===== config.mk =====
export PLATFORM = sky130hd
export DESIGN_NAME = row_hole_linear_fill_top
export DESIGN_NICKNAME = d
export VERILOG_FILES = /design/src/hdl/rhlf_pkg.sv /design/src/hdl/rhlf_front.sv /design/src/hdl/rhlf_queue.sv /design/src/hdl/rhlf_div.sv /design/src/hdl/rhlf_back.sv /design/src/hdl/row_hole_linear_fill_top.sv
export SDC_FILE = /design/constraint.sdc
export NUM_CORES = 1
export LEC_CHECK = 0
export BUFFER_PORTS_ARGS = -buffer_cell sky130_fd_sc_hd__buf_2
export CORE_UTILIZATION = 30
export CTS_CLUSTER_DIAMETER = 40
export DETAILED_ROUTE_END_ITERATION = 6
export HOLD_SLACK_MARGIN = 0.12
export PLACE_DENSITY = 0.44
export SLEW_MARGIN = 30
export SYNTH_ARGS = -nofsm -noshare
export SYNTH_HDL_FRONTEND = slang
export SYNTH_SLANG_ARGS = --single-unit

===== constraint.sdc =====
create_clock -name clk -period 12.78 [get_ports clk]
set_clock_uncertainty 0.15 [all_clocks]
set_input_delay 1.278 -clock clk [delete_from_list [all_inputs] [get_ports clk]]
set_output_delay 1.278 -clock clk [all_outputs]
set_load 0.05 [all_outputs]

===== src/hdl/rhlf_pkg.sv =====
`timescale 1ns / 1ps
// ----------------------------------------------------------------------------
// rhlf_pkg
// Shared widths, limits and the job record passed from front to back end.
// ----------------------------------------------------------------------------
package rhlf_pkg;

    localparam int H_W     = 32;            // height, signed Q24.8
    localparam int CNT_W   = 7;             // row position, hole count, distance
    localparam int MAX_ROW = 64;            // widest row honoured
    localparam int NUM_W   = H_W + CNT_W;   // signed interpolation numerator
    localparam int MAG_W   = NUM_W - 1;     // numerator magnitude

    typedef struct packed {
        logic               known;          // closes on a measured cell
        logic               is_end;         // last cell of the row
        logic               prior_valid;    // a measured cell preceded the holes
        logic [CNT_W-1:0]   holes;          // held-back holes
        logic [H_W-1:0]     height;         // new height, or fill height at row end
        logic [H_W-1:0]     prior;          // previous measured height
    } job_t;

endpackage


===== src/hdl/rhlf_front.sv =====
`timescale 1ns / 1ps
// ----------------------------------------------------------------------------
// rhlf_front
// Takes cells, tracks row position and held-back holes, queues a job for every
// measured cell and for every row end.
// ----------------------------------------------------------------------------
module rhlf_front
(
    input  logic                        clk,
    input  logic                        rst_n,
    input  logic                        cfg_wr_en,
    input  logic [rhlf_pkg::CNT_W-1:0]  cfg_wr_data,
    input  logic                        in_valid,
    output logic                        in_stall,
    input  logic signed [rhlf_pkg::H_W-1:0] cell_height,
    input  logic                        has_data,
    input  logic                        q_full,
    output logic                        q_push,
    output rhlf_pkg::job_t              q_job
);

    logic [rhlf_pkg::CNT_W-1:0] row_width_reg;
    logic [rhlf_pkg::CNT_W-1:0] column_pos_reg, column_pos_next;
    logic [rhlf_pkg::CNT_W-1:0] holes_reg, holes_next;
    logic [rhlf_pkg::H_W-1:0]   prior_reg, prior_next;
    logic                       prior_valid_reg, prior_valid_next;

    logic [rhlf_pkg::CNT_W-1:0] width_eff;
    logic [rhlf_pkg::CNT_W:0]   pos_plus;
    logic                       is_end;
    logic                       accept;

    always_comb
    begin
        if (row_width_reg == '0)
            width_eff = rhlf_pkg::CNT_W'(1);
        else if (row_width_reg > rhlf_pkg::CNT_W'(rhlf_pkg::MAX_ROW))
            width_eff = rhlf_pkg::CNT_W'(rhlf_pkg::MAX_ROW);
        else
            width_eff = row_width_reg;
    end

    assign pos_plus = {1'b0, column_pos_reg} + (rhlf_pkg::CNT_W+1)'(1);
    assign is_end   = pos_plus >= {1'b0, width_eff};
    assign in_stall = q_full;
    assign accept   = in_valid && !in_stall;
    assign q_push   = accept && (has_data || is_end);

    always_comb
    begin
        q_job.known       = has_data;
        q_job.is_end      = is_end;
        q_job.prior_valid = prior_valid_reg;
        q_job.holes       = holes_reg;
        q_job.prior       = prior_reg;
        if (has_data)
            q_job.height = cell_height;
        else if (prior_valid_reg)
            q_job.height = prior_reg;
        else
            q_job.height = '0;
    end

    always_comb
    begin
        column_pos_next  = column_pos_reg;
        holes_next       = holes_reg;
        prior_next       = prior_reg;
        prior_valid_next = prior_valid_reg;
        if (accept)
        begin
            if (is_end)
            begin
                column_pos_next  = '0;
                holes_next       = '0;
                prior_next       = '0;
                prior_valid_next = 1'b0;
            end
            else
            begin
                column_pos_next = pos_plus[rhlf_pkg::CNT_W-1:0];
                if (has_data)
                begin
                    holes_next       = '0;
                    prior_next       = cell_height;
                    prior_valid_next = 1'b1;
                end
                else
                begin
                    holes_next = holes_reg + rhlf_pkg::CNT_W'(1);
                end
            end
        end
    end

    always_ff @(posedge clk or negedge rst_n)
    begin
        if (!rst_n)
        begin
            row_width_reg   <= rhlf_pkg::CNT_W'(rhlf_pkg::MAX_ROW);
            column_pos_reg  <= '0;
            holes_reg       <= '0;
            prior_reg       <= '0;
            prior_valid_reg <= 1'b0;
        end
        else
        begin
            if (cfg_wr_en)
                row_width_reg <= cfg_wr_data;
            column_pos_reg  <= column_pos_next;
            holes_reg       <= holes_next;
            prior_reg       <= prior_next;
            prior_valid_reg <= prior_valid_next;
        end
    end

endmodule


===== src/hdl/rhlf_queue.sv =====
`timescale 1ns / 1ps
// ----------------------------------------------------------------------------
// rhlf_queue
// Short job queue between front and back end.
// ----------------------------------------------------------------------------
module rhlf_queue
#(
    parameter int DEPTH = 2
)
(
    input  logic            clk,
    input  logic            rst_n,
    input  logic            push,
    input  rhlf_pkg::job_t  push_job,
    output logic            full,
    input  logic            pop,
    output logic            head_valid,
    output rhlf_pkg::job_t  head_job
);

    localparam int PTR_W = (DEPTH > 1) ? $clog2(DEPTH) : 1;
    localparam int CNT_W = $clog2(DEPTH + 1);

    rhlf_pkg::job_t   slot_reg [DEPTH];
    logic [PTR_W-1:0] wr_ptr_reg, rd_ptr_reg;
    logic [CNT_W-1:0] count_reg;
    logic             do_push, do_pop;

    assign full       = count_reg == CNT_W'(DEPTH);
    assign head_valid = count_reg != '0;
    assign head_job   = slot_reg[rd_ptr_reg];
    assign do_push    = push && !full;
    assign do_pop     = pop && head_valid;

    function automatic logic [PTR_W-1:0] ptr_inc(input logic [PTR_W-1:0] p);
        if (p == PTR_W'(DEPTH - 1))
            return '0;
        else
            return p + PTR_W'(1);
    endfunction

    always_ff @(posedge clk)
    begin
        if (do_push)
            slot_reg[wr_ptr_reg] <= push_job;
    end

    always_ff @(posedge clk or negedge rst_n)
    begin
        if (!rst_n)
        begin
            wr_ptr_reg <= '0;
            rd_ptr_reg <= '0;
            count_reg  <= '0;
        end
        else
        begin
            if (do_push)
                wr_ptr_reg <= ptr_inc(wr_ptr_reg);
            if (do_pop)
                rd_ptr_reg <= ptr_inc(rd_ptr_reg);
            if (do_push && !do_pop)
                count_reg <= count_reg + CNT_W'(1);
            else if (do_pop && !do_push)
                count_reg <= count_reg - CNT_W'(1);
        end
    end

endmodule


===== src/hdl/rhlf_div.sv =====
`timescale 1ns / 1ps
// ----------------------------------------------------------------------------
// rhlf_div
// Serial restoring divider, one quotient bit a cycle, truncating toward zero.
// ----------------------------------------------------------------------------
module rhlf_div
(
    input  logic                               clk,
    input  logic                               rst_n,
    input  logic                               start,
    input  logic signed [rhlf_pkg::NUM_W-1:0]  num,
    input  logic [rhlf_pkg::CNT_W-1:0]         den,
    output logic                               done,
    output logic signed [rhlf_pkg::H_W-1:0]    quot
);

    localparam int MAG_W  = rhlf_pkg::MAG_W;
    localparam int STEP_W = $clog2(MAG_W);

    logic                       busy_reg;
    logic                       done_reg;
    logic                       neg_reg;
    logic [STEP_W-1:0]          step_reg;
    logic [MAG_W-1:0]           quo_reg;
    logic [rhlf_pkg::CNT_W-1:0] rem_reg;
    logic [rhlf_pkg::CNT_W-1:0] den_reg;

    logic [rhlf_pkg::NUM_W-1:0] num_neg;
    logic [MAG_W-1:0]           mag;
    logic [rhlf_pkg::CNT_W:0]   trial;
    logic                       fits;
    logic [rhlf_pkg::CNT_W:0]   trial_sub;

    assign num_neg   = -num;
    assign mag       = num[rhlf_pkg::NUM_W-1] ? num_neg[MAG_W-1:0] : num[MAG_W-1:0];
    assign trial     = {rem_reg, quo_reg[MAG_W-1]};
    assign fits      = trial >= {1'b0, den_reg};
    assign trial_sub = trial - {1'b0, den_reg};

    // magnitude of a quotient between two heights always fits the height width
    assign quot = neg_reg ? -$signed(quo_reg[rhlf_pkg::H_W-1:0])
                          :  $signed(quo_reg[rhlf_pkg::H_W-1:0]);
    assign done = done_reg;

    always_ff @(posedge clk)
    begin
        if (start)
        begin
            neg_reg <= num[rhlf_pkg::NUM_W-1];
            quo_reg <= mag;
            rem_reg <= '0;
            den_reg <= den;
        end
        else if (busy_reg)
        begin
            quo_reg <= {quo_reg[MAG_W-2:0], fits};
            rem_reg <= fits ? trial_sub[rhlf_pkg::CNT_W-1:0] : trial[rhlf_pkg::CNT_W-1:0];
        end
    end

    always_ff @(posedge clk or negedge rst_n)
    begin
        if (!rst_n)
        begin
            busy_reg <= 1'b0;
            done_reg <= 1'b0;
            step_reg <= '0;
        end
        else
        begin
            done_reg <= 1'b0;
            if (start)
            begin
                busy_reg <= 1'b1;
                step_reg <= '0;
            end
            else if (busy_reg)
            begin
                if (step_reg == STEP_W'(MAG_W - 1))
                begin
                    busy_reg <= 1'b0;
                    done_reg <= 1'b1;
                end
                step_reg <= step_reg + STEP_W'(1);
            end
        end
    end

endmodule


===== src/hdl/rhlf_back.sv =====
`timescale 1ns / 1ps
// ----------------------------------------------------------------------------
// rhlf_back
// Runs queued jobs: emits held-back holes (interpolated or copied), then the
// closing cell, through a registered output stage.
// ----------------------------------------------------------------------------
module rhlf_back
(
    input  logic                            clk,
    input  logic                            rst_n,
    input  logic                            q_valid,
    input  rhlf_pkg::job_t                  q_job,
    output logic                            q_pop,
    output logic                            out_valid,
    input  logic                            out_stall,
    output logic signed [rhlf_pkg::H_W-1:0] out_height,
    output logic                            was_filled,
    output logic                            row_end,
    output logic                            last_of_run
);

    localparam int H_W   = rhlf_pkg::H_W;
    localparam int CNT_W = rhlf_pkg::CNT_W;
    localparam int NUM_W = rhlf_pkg::NUM_W;

    localparam logic [2:0] ST_IDLE   = 3'd0;
    localparam logic [2:0] ST_MUL    = 3'd1;
    localparam logic [2:0] ST_NEXT   = 3'd2;
    localparam logic [2:0] ST_DSTART = 3'd3;
    localparam logic [2:0] ST_DIV    = 3'd4;
    localparam logic [2:0] ST_OUT    = 3'd5;

    logic [2:0]               state_reg;
    rhlf_pkg::job_t           job_reg;
    logic [CNT_W-1:0]         k_reg;
    logic signed [NUM_W-1:0]  num_reg;
    logic signed [H_W:0]      diff_reg;
    logic [H_W-1:0]           res_reg;
    logic                     res_fill_reg, res_end_reg, res_last_reg;

    logic                     out_valid_reg;
    logic [H_W-1:0]           out_height_reg;
    logic                     out_fill_reg, out_end_reg, out_last_reg;

    logic [CNT_W-1:0]         distance;
    logic signed [NUM_W:0]    prod;
    logic                     div_start, div_done;
    logic signed [H_W-1:0]    div_quot;
    logic                     slot_free;

    assign distance  = job_reg.holes + CNT_W'(1);
    assign prod      = $signed(job_reg.prior) * $signed({1'b0, distance});
    assign div_start = state_reg == ST_DSTART;
    assign slot_free = !out_valid_reg || !out_stall;
    assign q_pop     = (state_reg == ST_IDLE) && q_valid;

    rhlf_div u_div
    (
        .clk   (clk),
        .rst_n (rst_n),
        .start (div_start),
        .num   (num_reg),
        .den   (distance),
        .done  (div_done),
        .quot  (div_quot)
    );

    always_ff @(posedge clk)
    begin
        unique case (state_reg)
            ST_IDLE:
            begin
                if (q_valid)
                    job_reg <= q_job;
            end
            ST_MUL:
            begin
                // numerator of the first hole builds on prior * distance
                num_reg  <= prod[NUM_W-1:0];
                diff_reg <= $signed({job_reg.height[H_W-1], job_reg.height})
                          - $signed({job_reg.prior[H_W-1], job_reg.prior});
            end
            ST_NEXT:
            begin
                if (k_reg < job_reg.holes)
                begin
                    if (job_reg.known && job_reg.prior_valid)
                    begin
                        num_reg <= num_reg + {{(NUM_W-H_W-1){diff_reg[H_W]}}, diff_reg};
                    end
                    else
                    begin
                        res_reg      <= job_reg.height;
                        res_fill_reg <= 1'b1;
                        res_end_reg  <= 1'b0;
                        res_last_reg <= 1'b0;
                    end
                end
                else
                begin
                    res_reg      <= job_reg.height;
                    res_fill_reg <= !job_reg.known;
                    res_end_reg  <= job_reg.is_end;
                    res_last_reg <= 1'b1;
                end
            end
            ST_DIV:
            begin
                if (div_done)
                begin
                    res_reg      <= div_quot;
                    res_fill_reg <= 1'b1;
                    res_end_reg  <= 1'b0;
                    res_last_reg <= 1'b0;
                end
            end
            default:
            begin
            end
        endcase

        if (state_reg == ST_OUT && slot_free)
        begin
            out_height_reg <= res_reg;
            out_fill_reg   <= res_fill_reg;
            out_end_reg    <= res_end_reg;
            out_last_reg   <= res_last_reg;
        end
    end

    always_ff @(posedge clk or negedge rst_n)
    begin
        if (!rst_n)
        begin
            state_reg     <= ST_IDLE;
            k_reg         <= '0;
            out_valid_reg <= 1'b0;
        end
        else
        begin
            if (state_reg == ST_OUT && slot_free)
                out_valid_reg <= 1'b1;
            else if (!out_stall)
                out_valid_reg <= 1'b0;

            unique case (state_reg)
                ST_IDLE:
                begin
                    if (q_valid)
                    begin
                        k_reg     <= '0;
                        state_reg <= ST_MUL;
                    end
                end
                ST_MUL:
                    state_reg <= ST_NEXT;
                ST_NEXT:
                begin
                    if (k_reg < job_reg.holes && job_reg.known && job_reg.prior_valid)
                        state_reg <= ST_DSTART;
                    else
                        state_reg <= ST_OUT;
                end
                ST_DSTART:
                    state_reg <= ST_DIV;
                ST_DIV:
                begin
                    if (div_done)
                        state_reg <= ST_OUT;
                end
                ST_OUT:
                begin
                    if (slot_free)
                    begin
                        k_reg     <= k_reg + CNT_W'(1);
                        state_reg <= res_last_reg ? ST_IDLE : ST_NEXT;
                    end
                end
                default:
                    state_reg <= ST_IDLE;
            endcase
        end
    end

    assign out_valid   = out_valid_reg;
    assign out_height  = out_height_reg;
    assign was_filled  = out_fill_reg;
    assign row_end     = out_end_reg;
    assign last_of_run = out_last_reg;

endmodule


===== src/hdl/row_hole_linear_fill_top.sv =====
`timescale 1ns / 1ps
// ----------------------------------------------------------------------------
// row_hole_linear_fill_top
// Fills holes in height-grid rows by linear interpolation, Q24.8 heights.
// ----------------------------------------------------------------------------
// A hole in mid-row is taken as any other cell and gives no result until the
// next measured cell or the row end. A measured cell that closes a run of p
// holes gives p + 1 results; each interpolated hole passes through the
// 38-step serial divider in the back end, a copied hole or the closing cell
// does not, and each job is first loaded from the queue. The front end keeps
// taking cells while the back end works until the job queue (QUEUE_DEPTH
// entries) is full. The user writes row_width only while idle; the block does
// not enforce it. Zero acts as one and values above 64 act as 64.
module row_hole_linear_fill_top
#(
    parameter int QUEUE_DEPTH = 2
)
(
    input  logic                            clk,
    input  logic                            rst_n,
    input  logic                            cfg_wr_en,
    input  logic [rhlf_pkg::CNT_W-1:0]      cfg_wr_data,
    input  logic                            in_valid,
    output logic                            in_stall,
    input  logic signed [rhlf_pkg::H_W-1:0] cell_height,
    input  logic                            has_data,
    output logic                            out_valid,
    input  logic                            out_stall,
    output logic signed [rhlf_pkg::H_W-1:0] out_height,
    output logic                            was_filled,
    output logic                            row_end,
    output logic                            last_of_run
);

    logic           q_push, q_full, q_pop, q_valid;
    rhlf_pkg::job_t push_job, head_job;

    rhlf_front u_front
    (
        .clk         (clk),
        .rst_n       (rst_n),
        .cfg_wr_en   (cfg_wr_en),
        .cfg_wr_data (cfg_wr_data),
        .in_valid    (in_valid),
        .in_stall    (in_stall),
        .cell_height (cell_height),
        .has_data    (has_data),
        .q_full      (q_full),
        .q_push      (q_push),
        .q_job       (push_job)
    );

    rhlf_queue #(.DEPTH(QUEUE_DEPTH)) u_queue
    (
        .clk        (clk),
        .rst_n      (rst_n),
        .push       (q_push),
        .push_job   (push_job),
        .full       (q_full),
        .pop        (q_pop),
        .head_valid (q_valid),
        .head_job   (head_job)
    );

    rhlf_back u_back
    (
        .clk         (clk),
        .rst_n       (rst_n),
        .q_valid     (q_valid),
        .q_job       (head_job),
        .q_pop       (q_pop),
        .out_valid   (out_valid),
        .out_stall   (out_stall),
        .out_height  (out_height),
        .was_filled  (was_filled),
        .row_end     (row_end),
        .last_of_run (last_of_run)
    );

    // a job is never pushed into a full queue
    a_no_overflow: assert property (@(posedge clk) disable iff (!rst_n)
        q_push |-> !q_full)
        else $error("job pushed into full queue");

    // the row-end result closes its transaction
    a_end_is_last: assert property (@(posedge clk) disable iff (!rst_n)
        out_valid && row_end |-> last_of_run)
        else $error("row end without last_of_run");

    // a measured cell is always the last result of its transaction
    a_measured_last: assert property (@(posedge clk) disable iff (!rst_n)
        out_valid && !was_filled |-> last_of_run)
        else $error("measured result not last of run");

endmodule


==> impl_metrics.py, run 1 <==
metrics = {
    "setup_path": {
        "worst-path-max-fanout": 33,
        "startpoint_type": "register",
        "critPathCapture": "u_back.num_reg[33]",
        "critical_path_required_ps": 13020,
        "path_buf_inv": 5,
        "rr_worst_depth": 23,
        "timing.rr.start": "u_back.job_reg[64]",
        "r2r_slack_ps": 5260,
        "critPathMaxStageDelay_ps": 600,
        "path_class": "reg -> reg",
        "critPathSlowestCell": "o31ai_1",
        "r2r-end": "u_back.num_reg[33]",
        "critPathTopFamily": "adder cells",
        "crit_cells": 23,
        "setup.worst_path.start": "u_back.job_reg[64]",
        "cp_data_arrival_time_ps": 7760,
        "worstSetupEndpointType": "register",
        "path_cells": "buf_4 > ha_1 > nand3_1 > xnor2_4 > buf_8 > inv_1 > and2_1 > fa_1 > fa_1 > ha_1 > inv_1 > fa_1 > inv_1 > ha_1 > nor2b_1 > o31a_1 > a21o_1 > o31ai_1 > a21oi_1 > a311o_1 > a21boi_0 > xnor2_1 > mux2_2",
    },
    "synth": {
        "synth-seq-cells": 494,
        "yosys.cell_types.count": 76,
        "ys_seq_area_share_pct": 45.7,
        "synthArstFlopShare_pct": 15.6,
        "syn_area_sq_um": 31500,
        "synth-edff-count": 410,
        "syn_inst": 2832,
        "ys_warn_count": 0,
        "synth.avg_cell_area_sq_um": 11.1,
        "synthFlopType": "edfxtp_1",
        "syn-num-nets": 3221,
    },
    "cells_and_area": {
        "regArea_sq_um": 14400,
        "multi_input_area_sq_um": 15700,
        "final_layout_size_suffix_gt1_share_pct": 13.2,
        "fin_cells": 4402,
        "nets": 3329,
        "final_util_pct": 35.5,
        "fillers": 10300,
        "largest_register_ffs": 148,
        "area_growth_pct": 16.9,
    },
    "route": {
        "drt_iter0_drc": 1356,
        "routedWlPerCell_microns": 20.2,
        "via_per_inst": 4.94,
        "drc_errors": 0,
        "vias": 21800,
        "wl_microns": 88700,
        "firstDrtPassIters": 5,
        "ant_nets": 0,
    },
    "clocking": {
        "cts-root-buf": "clkbuf_16",
        "postCtsSetupRepairBufs": 0,
        "cts_tree": "done",
        "cts.clk_slew.worst_paths_ps": 60,
        "cts_buffers": 94,
        "clock_sinks": 494,
        "cts_hold_buf": 0,
        "htreeDepth": 3,
        "clockBufferDepth": 3,
        "clk_latency_ps": 660,
        "cts_resized": 0,
    },
    "timing": {
        "max_freq_mhz": 133,
        "setup_viol": 0,
        "maxSlewHeadroom_pct": 38.1,
        "final-hold-violation-count": 0,
        "finalCritPeriodShare_pct": 58.9,
        "tightest_slew_ps": 928,
        "whs_ps": 267,
        "drv_slew": 0,
        "setup_tns_ps": 0,
        "rsz0062_at_grt": "false",
        "fin_crit_ps": 7520,
    },
    "floorplan": {
        "start_util_pct": 30.3,
        "row_count": 118,
        "io_pins": 82,
        "die_x_microns": 326,
        "fp.dieH_microns": 326,
        "die_area_sq_um": 106000,
        "core_sq_um": 104000,
    },
    "global_routing": {
        "grt_first_pass_wirelength_microns": 136000,
        "antenna_found_initial": 1,
        "overflow": 0,
        "grt_max_degree": 76,
        "grt_use_total_pct": 16.8,
        "grt_pass1_vias": 22600,
    },
    "run_status": {
        "status": "complete, no violations",
    },
    "hold_path": {
        "min_from": "u_back.res_reg[20]",
        "min_path_type": "reg -> reg",
        "min_path_cells": 0,
    },
    "placed_design": {
        "portBuffers": 81,
        "hpwl_microns": 66800,
        "gp_congestion": 0.854,
        "dp.cells": 4221,
    },
    "job": {
        "cap_violations": 0,
    },
}
layer usage:
metal	vias up	global-route usage, %	wire length [microns]
li1	10200	-	-
met1	10900	23.2	42300
met2	500	26.6	39900
met3	153	2.57	3890
met4	0	5.81	2560
met5	-	0	0
cells by family after synthesis:
family	synth area share, %
and+or+nand+nor	10.7
AOI/OAI and AO/OA	12.4
DFF	45.7
buffers and inverters	4.83
adders and majority gates	17.7
xor gates and xnor gates	5.32
muxes	3.42
through the flow:
stage | setup WS, ps | instance area (sq um)
after floorplan | 3140 | 31500
after global placement | 4940 | 33500
after detailed placement | 4900 | 33500
after CTS | 4870 | 36700
after global routing | 4840 | 36800
final | 5260 | 36800
cells in the mapped netlist (8+ instances only):
master    instances  share of area (%)
o41ai_1           8               0.22
nand4_1          25               0.50
or3_1            24               0.48
and3_1           14               0.28
a32o_1           32                1.0
a21oi_1         160                2.5
a22o_1           37                1.0
o21ai_1          10               0.16
inv_1           285                3.4
nand2_1         190                2.3
dfrtp_1          76                6.0
o21bai_1         10               0.24
a21o_1           81                1.9
and2_1           66                1.3
a211oi_1         18               0.43
xnor2_1          71                2.0
fa_1            167                 11
edfxtp_1        410                 39
mux2i_1          13               0.41
clkbuf_1         88                1.0
o21a_1           11               0.26
o21ai_0         127                2.0
nand2b_1         22               0.44
nor2_1          275                3.3
a31oi_1          11               0.22
mux2_2           84                3.0
nor2b_1          18               0.36
nand3_1          34               0.54
o31ai_1          25               0.60
nor3_1           26               0.41
xor2_1          120                3.3
o211ai_1         10               0.24
ha_1            177                7.0
worst register-to-register path: cells and delay by family (launching register included):
kind                     cells  cell delay (ps)
AND/OR/NAND/NOR              3              590
XOR/XNOR                     2              640
AO/OA/AOI/OAI                6             2010
adder cells (fa/ha/maj)      6             2420
multiplexers                 1              260
buffers and inverters        5              870
flip-flops                   1              320
worst min path at each step:
stage                       endpoint  slack, ps
3_5_place_dp    u_back.out_height[6]        260
3_3_place_gp    u_back.out_height[6]        250
5_1_grt         u_back.out_height[6]        270
4_1_cts         u_back.out_height[6]        260
6_report       u_back.out_height[20]        270
2_1_floorplan   u_back.out_height[0]        250
layout by cell type, fill, tap and decap left out, types with 11 or more instances in the layout:
cell type / count
edfxtp_1: 410
inv_1: 285
nor2_1: 271
nand2_1: 189
ha_1: 177
fa_1: 167
a21oi_1: 160
o21ai_0: 127
xor2_1: 119
clkbuf_16: 97
mux2_2: 84
a21o_1: 81
buf_2: 80
dfrtp_1: 75
xnor2_1: 67
and2_1: 66
a22o_1: 36
nand3_1: 33
a32o_1: 32
buf_4: 28
nand4_1: 25
o31ai_1: 25
nor3_1: 25
or3_1: 24
nand2b_1: 22
nor2b_1: 17
a211oi_1: 17
clkinv_4: 14
and3_1: 13
mux2i_1: 13
clkinv_1: 12
inv_6: 12
clkinv_2: 12
o21a_1: 11
a31oi_1: 11
area by class of cell:
class,count,area share [%]
Tap cell,1380,4.69
Clock inverter,70,1.91
Clock buffer,107,6.73
Sequential cell,494,39.1
Antenna cell,1,0.00680
Timing Repair Buffer,113,2.00
Multi-Input combinational cell,1950,42.7
Inverter,287,2.93
Power of run 1 is not shown: default switching activity piles up to over one toggle a cycle in this logic, so the estimate is an artifact.
==> inputs of run 2 (changes only) <==
Settings changed: PLACE_DENSITY 0.44 to 0.46.
Clock period 12.78 ns to 6.2 ns, I/O delays scaled along.
==> impl_metrics.py, run 2 (synthesized netlist as in run 1, its figures left out) <==
metrics = {
    "job": {
        "cap_violations": 0,
    },
    "global_routing": {
        "grt_use_total_pct": 17.3,
        "antenna_found_initial": 3,
        "grt_pass1_vias": 23000,
        "overflow": 0,
        "grt_first_pass_wirelength_microns": 140000,
        "grt_max_degree": 76,
    },
    "cells_and_area": {
        "largest_register_ffs": 148,
        "final_layout_size_suffix_gt1_share_pct": 16.3,
        "final_cell_mix": "410 x edfxtp_1, 285 x inv_1, 269 x nor2_1",
        "fin_cells": 4524,
        "final_common_cell": "edfxtp_1",
        "area_growth_pct": 21.1,
        "nets": 3456,
        "stdcell_area_sq_um": 38100,
        "fillers": 10200,
    },
    "setup_path": {
        "startpoint_type": "register",
        "cp_data_arrival_time_ps": 6240,
        "rr_worst_depth": 25,
        "path_class": "reg -> reg",
        "r2r_slack_ps": 200,
        "worstSetupEndpointType": "register",
        "critical_path_required_ps": 6430,
        "r2r-end": "u_back.num_reg[23]",
        "timing.rr.start": "u_back.job_reg[65]",
        "worst-path-max-fanout": 4,
    },
    "route": {
        "firstDrtPassIters": 6,
        "ant_nets": 0,
        "vias": 22200,
        "wl_microns": 91600,
        "drc_errors": 0,
        "drt_iter0_drc": 1371,
        "via_per_inst": 4.90,
        "routedWlPerCell_microns": 20.2,
    },
    "clocking": {
        "cts-root-buf": "clkbuf_16",
        "clk_latency_ps": 680,
        "htreeDepth": 3,
        "clockBufferDepth": 3,
        "clock_sinks": 494,
        "cts_tree": "done",
        "cts.clk_slew.worst_paths_ps": 60,
        "cts_buffers": 89,
    },
    "placed_design": {
        "portBuffers": 81,
        "pre_cts_ws_ps": -154,
        "dp.cells": 4312,
        "gp_congestion": 0.911,
        "hpwl_microns": 69200,
        "placed_cell_area_sq_um": 34300,
    },
    "floorplan": {
        "row_count": 118,
        "die_x_microns": 326,
        "io_pins": 82,
        "fp.dieH_microns": 326,
        "start_util_pct": 30.3,
        "die_area_sq_um": 106000,
        "core_sq_um": 104000,
    },
    "timing": {
        "final-hold-violation-count": 0,
        "finalCritPeriodShare_pct": 96.8,
        "drv_slew": 0,
        "rsz0062_at_grt": "true",
        "setup_viol": 0,
        "maxSlewHeadroom_pct": 37.3,
        "tightest_slew_ps": 917,
        "max_freq_mhz": 167,
        "fin_crit_ps": 6000,
        "setup_ws_ps": 196,
    },
    "hold_path": {
        "whs_endpoint": "u_back.out_valid",
        "min_from": "out_stall",
        "min_path_type": "in -> reg",
        "min_path_cells": 3,
    },
    "run_status": {
        "status": "complete, no violations",
    },
}
[run 2: final cells by class]
cell class	count	area (sq um)	share of cell area (%)
timing repair buffer	245	1850	4.85
tap	1380	1730	4.53
clock inverter	71	928	2.44
multi-input combinational	1950	15900	41.6
sequential	494	14400	37.7
clock buffer	96	2280	5.99
inverter	287	1080	2.83
antenna	1	2.50	0.00657
[run 2: routing by layer]
layer | share of wire [%] | GRT usage (%) | up-vias
met5 | 0 | 0 | -
met4 | 2.1 | 4.76 | 0
met3 | 4.6 | 2.72 | 115
met2 | 46 | 27.9 | 558
met1 | 47 | 24.0 | 11000
li1 | - | - | 10500
[run 2: per-stage QoR]
stage,setup TNS (ps),hold slack (ps),utilization [%]
global route,-127,167,36.7
finish,0,174,36.7
global placement,-128,254,33.0
floorplan,0,174,-
CTS,0,130,36.5
detailed placement,-479,255,33.0
[run 2: worst max-delay path: stages (launching register included)]
cell and delay (ps):
edfxtp_1 360, ha_2 200, nand3_2 120, xnor2_2 160
buf_4 150, inv_1 110, nand2_1 80, fa_1 460
fa_1 490, inv_1 50, fa_1 540, inv_1 60
fa_1 540, inv_1 40, ha_1 340, o21a_1 130
o31a_1 120, a21o_1 210, o31ai_4 260, buf_4 160
buf_4 100, nand2b_1 60, a21o_1 180, a21oi_1 170
xor2_1 340, mux2i_1 110
[run 2: timing repair]
| item | in CTS | in global routing |
|---|---|---|
| endpoints found under the setup margin | 11 | 19 |
| pin swaps | 1 | 13 |
| hold buffers | 42 | 0 |
| buffers inserted | 1 | 0 |
| endpoints found under the hold margin | 61 | 0 |
| gates resized for setup | 3 | 36 |
[run 2: worst max path at each step]
| stage | start | endpoint | slack [ps] |
|---|---|---|---|
| 6_report | u_back.job_reg[65] | u_back.num_reg[23] | 200 |
| 5_1_grt | u_back.job_reg[65] | u_back.num_reg[35] | -60 |
| 4_1_cts | u_back.job_reg[64] | u_back.num_reg[33] | 5 |
| 3_5_place_dp | u_back.job_reg[65] | u_back.num_reg[38] | -150 |
| 3_3_place_gp | u_back.job_reg[64] | u_back.num_reg[38] | -70 |
| 2_1_floorplan | u_back.state_reg[0] | u_queue.count_reg[1] | 5 |
Power of run 2 is left out for the same reason.
==> inputs of run 3 (changes only) <==
Settings changed: BUFFER_PORTS_ARGS -buffer_cell sky130_fd_sc_hd__buf_2 to -buffer_cell sky130_fd_sc_hd__clkbuf_2, CORE_MARGIN set to 4.
==> impl_metrics.py, run 3 (synthesized netlist as in run 1, its figures left out) <==
metrics = {
    "setup_path": {
        "critPathSlowestCell": "fa_1",
        "cp_data_arrival_time_ps": 6240,
        "timing.rr.start": "u_back.job_reg[64]",
        "worst-path-max-fanout": 13,
        "r2r-end": "u_back.num_reg[35]",
        "r2r_slack_ps": 160,
        "path_cells": "ha_4 > buf_4 > xor2_4 > buf_12 > and2_1 > fa_1 > fa_1 > fa_1 > inv_1 > fa_1 > inv_1 > ha_4 > buf_4 > a21o_1 > a21o_1 > a21o_1 > nor2_2 > a21oi_2 > buf_4 > a31o_2 > a31oi_4 > xor2_2 > o211ai_1",
        "critical_path_required_ps": 6400,
        "critPathMaxStageDelay_ps": 560,
        "cp_common_cell": "fa_1",
        "worstSetupEndpointType": "register",
        "path_class": "reg -> reg",
        "rr_worst_depth": 23,
        "startpoint_type": "register",
    },
    "route": {
        "via_per_inst": 4.92,
        "routed-wl-met2_microns": 41400,
        "drc_errors": 0,
        "dr_wl_met3_microns": 4130,
        "ant_nets": 0,
        "vias": 22100,
        "routedWlPerCell_microns": 20.2,
        "met1_length_microns": 43000,
        "firstDrtPassIters": 6,
        "highest_layer": "met4",
        "drt_iter0_drc": 1533,
        "wl_microns": 90800,
    },
    "timing": {
        "max_freq_mhz": 166,
        "fin_crit_ps": 6040,
        "tightest_slew_ps": 895,
        "drv_slew": 0,
        "setup_viol": 0,
        "finalCritPeriodShare_pct": 97.4,
        "maxSlewHeadroom_pct": 40.3,
        "final-hold-violation-count": 0,
    },
    "cells_and_area": {
        "largest_register_ffs": 148,
        "final_common_cell": "edfxtp_1",
        "final_layout_size_suffix_gt1_share_pct": 15.8,
        "fillers": 10200,
        "fin_cells": 4502,
        "area_growth_pct": 20.2,
        "final_cell_mix": "410 x edfxtp_1, 285 x inv_1, 269 x nor2_1",
        "diodes": 0,
        "nets": 3441,
    },
    "clocking": {
        "cts-root-buf": "clkbuf_16",
        "cts_tree": "done",
        "clock_sinks": 494,
        "htreeDepth": 3,
        "cts_buffers": 86,
        "clk_latency_ps": 640,
        "clockBufferDepth": 3,
        "cts.clk_slew.worst_paths_ps": 50,
    },
    "job": {
        "cap_violations": 0,
    },
    "hold_path": {
        "min_path_cells": 2,
        "min_path_type": "in -> reg",
        "whs_endpoint": "u_front.prior_reg[22]",
        "min_from": "cell_height[22]",
    },
    "floorplan": {
        "io_pins": 82,
        "die_x_microns": 332,
        "die_area_sq_um": 110000,
        "core_sq_um": 104000,
        "row_count": 118,
        "fp.dieH_microns": 332,
        "start_util_pct": 30.3,
    },
    "placed_design": {
        "portBuffers": 81,
        "hpwl_microns": 68600,
        "dp.cells": 4303,
        "gp_congestion": 0.904,
    },
    "global_routing": {
        "overflow": 0,
        "grt_max_degree": 75,
        "grt_use_total_pct": 16.3,
        "grt_first_pass_wirelength_microns": 139000,
        "grt_pass1_vias": 22900,
        "antenna_found_initial": 1,
    },
    "run_status": {
        "status": "complete, no violations",
    },
}
run 3: changes by cell type in the layout (fill, tap and decap cells not counted), sizes merged:
cell and delta:
buf -90, clkbuf +87, inv -9, bufinv -4, dlygate4sd3 -3, clkinvlp -2, diode -1
run 3: critical path, delay by kind of cell, from the launching register on:
| family | cells | cell delay [ps] |
|---|---|---|
| AOI/OAI and AO/OA | 7 | 1240 |
| xor gates and xnor gates | 2 | 350 |
| adders and majority gates | 6 | 2530 |
| buffers and inverters | 6 | 710 |
| DFF | 1 | 440 |
| and+or+nand+nor | 2 | 340 |
run 3: what timing repair did:
action / CTS / global route
gates resized for setup: 2 / 50
cloned: 0 / 1
buffers inserted: 0 / 1
endpoints found under the hold margin: 53 / 0
setup endpoints to repair: 5 / 19
pin swaps: 0 / 24
hold buffers: 39 / 0
run 3: layout make-up:
class | count | area (sq um) | area share [%]
tap | 1380 | 1730 | 4.56
multi-input combinational | 1950 | 16000 | 42.2
clock inverter | 56 | 671 | 1.77
timing repair buffer | 233 | 1730 | 4.57
inverter | 287 | 1080 | 2.85
sequential | 494 | 14400 | 38.0
clock buffer | 102 | 2290 | 6.04
run 3: worst max-delay path by stage:
stage / start / endpoint / slack (ps)
3_5_place_dp: u_back.job_reg[64] / u_back.num_reg[38] / -150
4_1_cts: u_back.job_reg[64] / u_back.num_reg[35] / 1
3_3_place_gp: u_back.job_reg[64] / u_back.num_reg[38] / -90
6_report: u_back.job_reg[64] / u_back.num_reg[35] / 160
2_1_floorplan: u_back.state_reg[0] / u_queue.count_reg[1] / 5
5_1_grt: u_back.job_reg[65] / u_back.num_reg[28] / -70
run 3: metrics by stage:
stage | util, % | hold WS (ps) | area [sq um] | TNS [ps] | worst slack [ps]
after floorplan | - | 174 | 31500 | 0 | 4.87
after global placement | 32.9 | 255 | 34200 | -156 | -87.0
after detailed placement | 32.9 | 255 | 34200 | -335 | -153
after CTS | 36.2 | 120 | 37500 | 0 | 1.02
after global routing | 36.5 | 151 | 37800 | -224 | -68.4
final | 36.5 | 161 | 37800 | 0 | 160
run 3: routing by layer:
layer  up-vias  GRT usage, %
met4         0          4.40
met3       135          2.55
met5         -             0
met1     11100          23.0
met2       462          26.0
li1      10400             -
Power of run 3 is left out for the same reason.
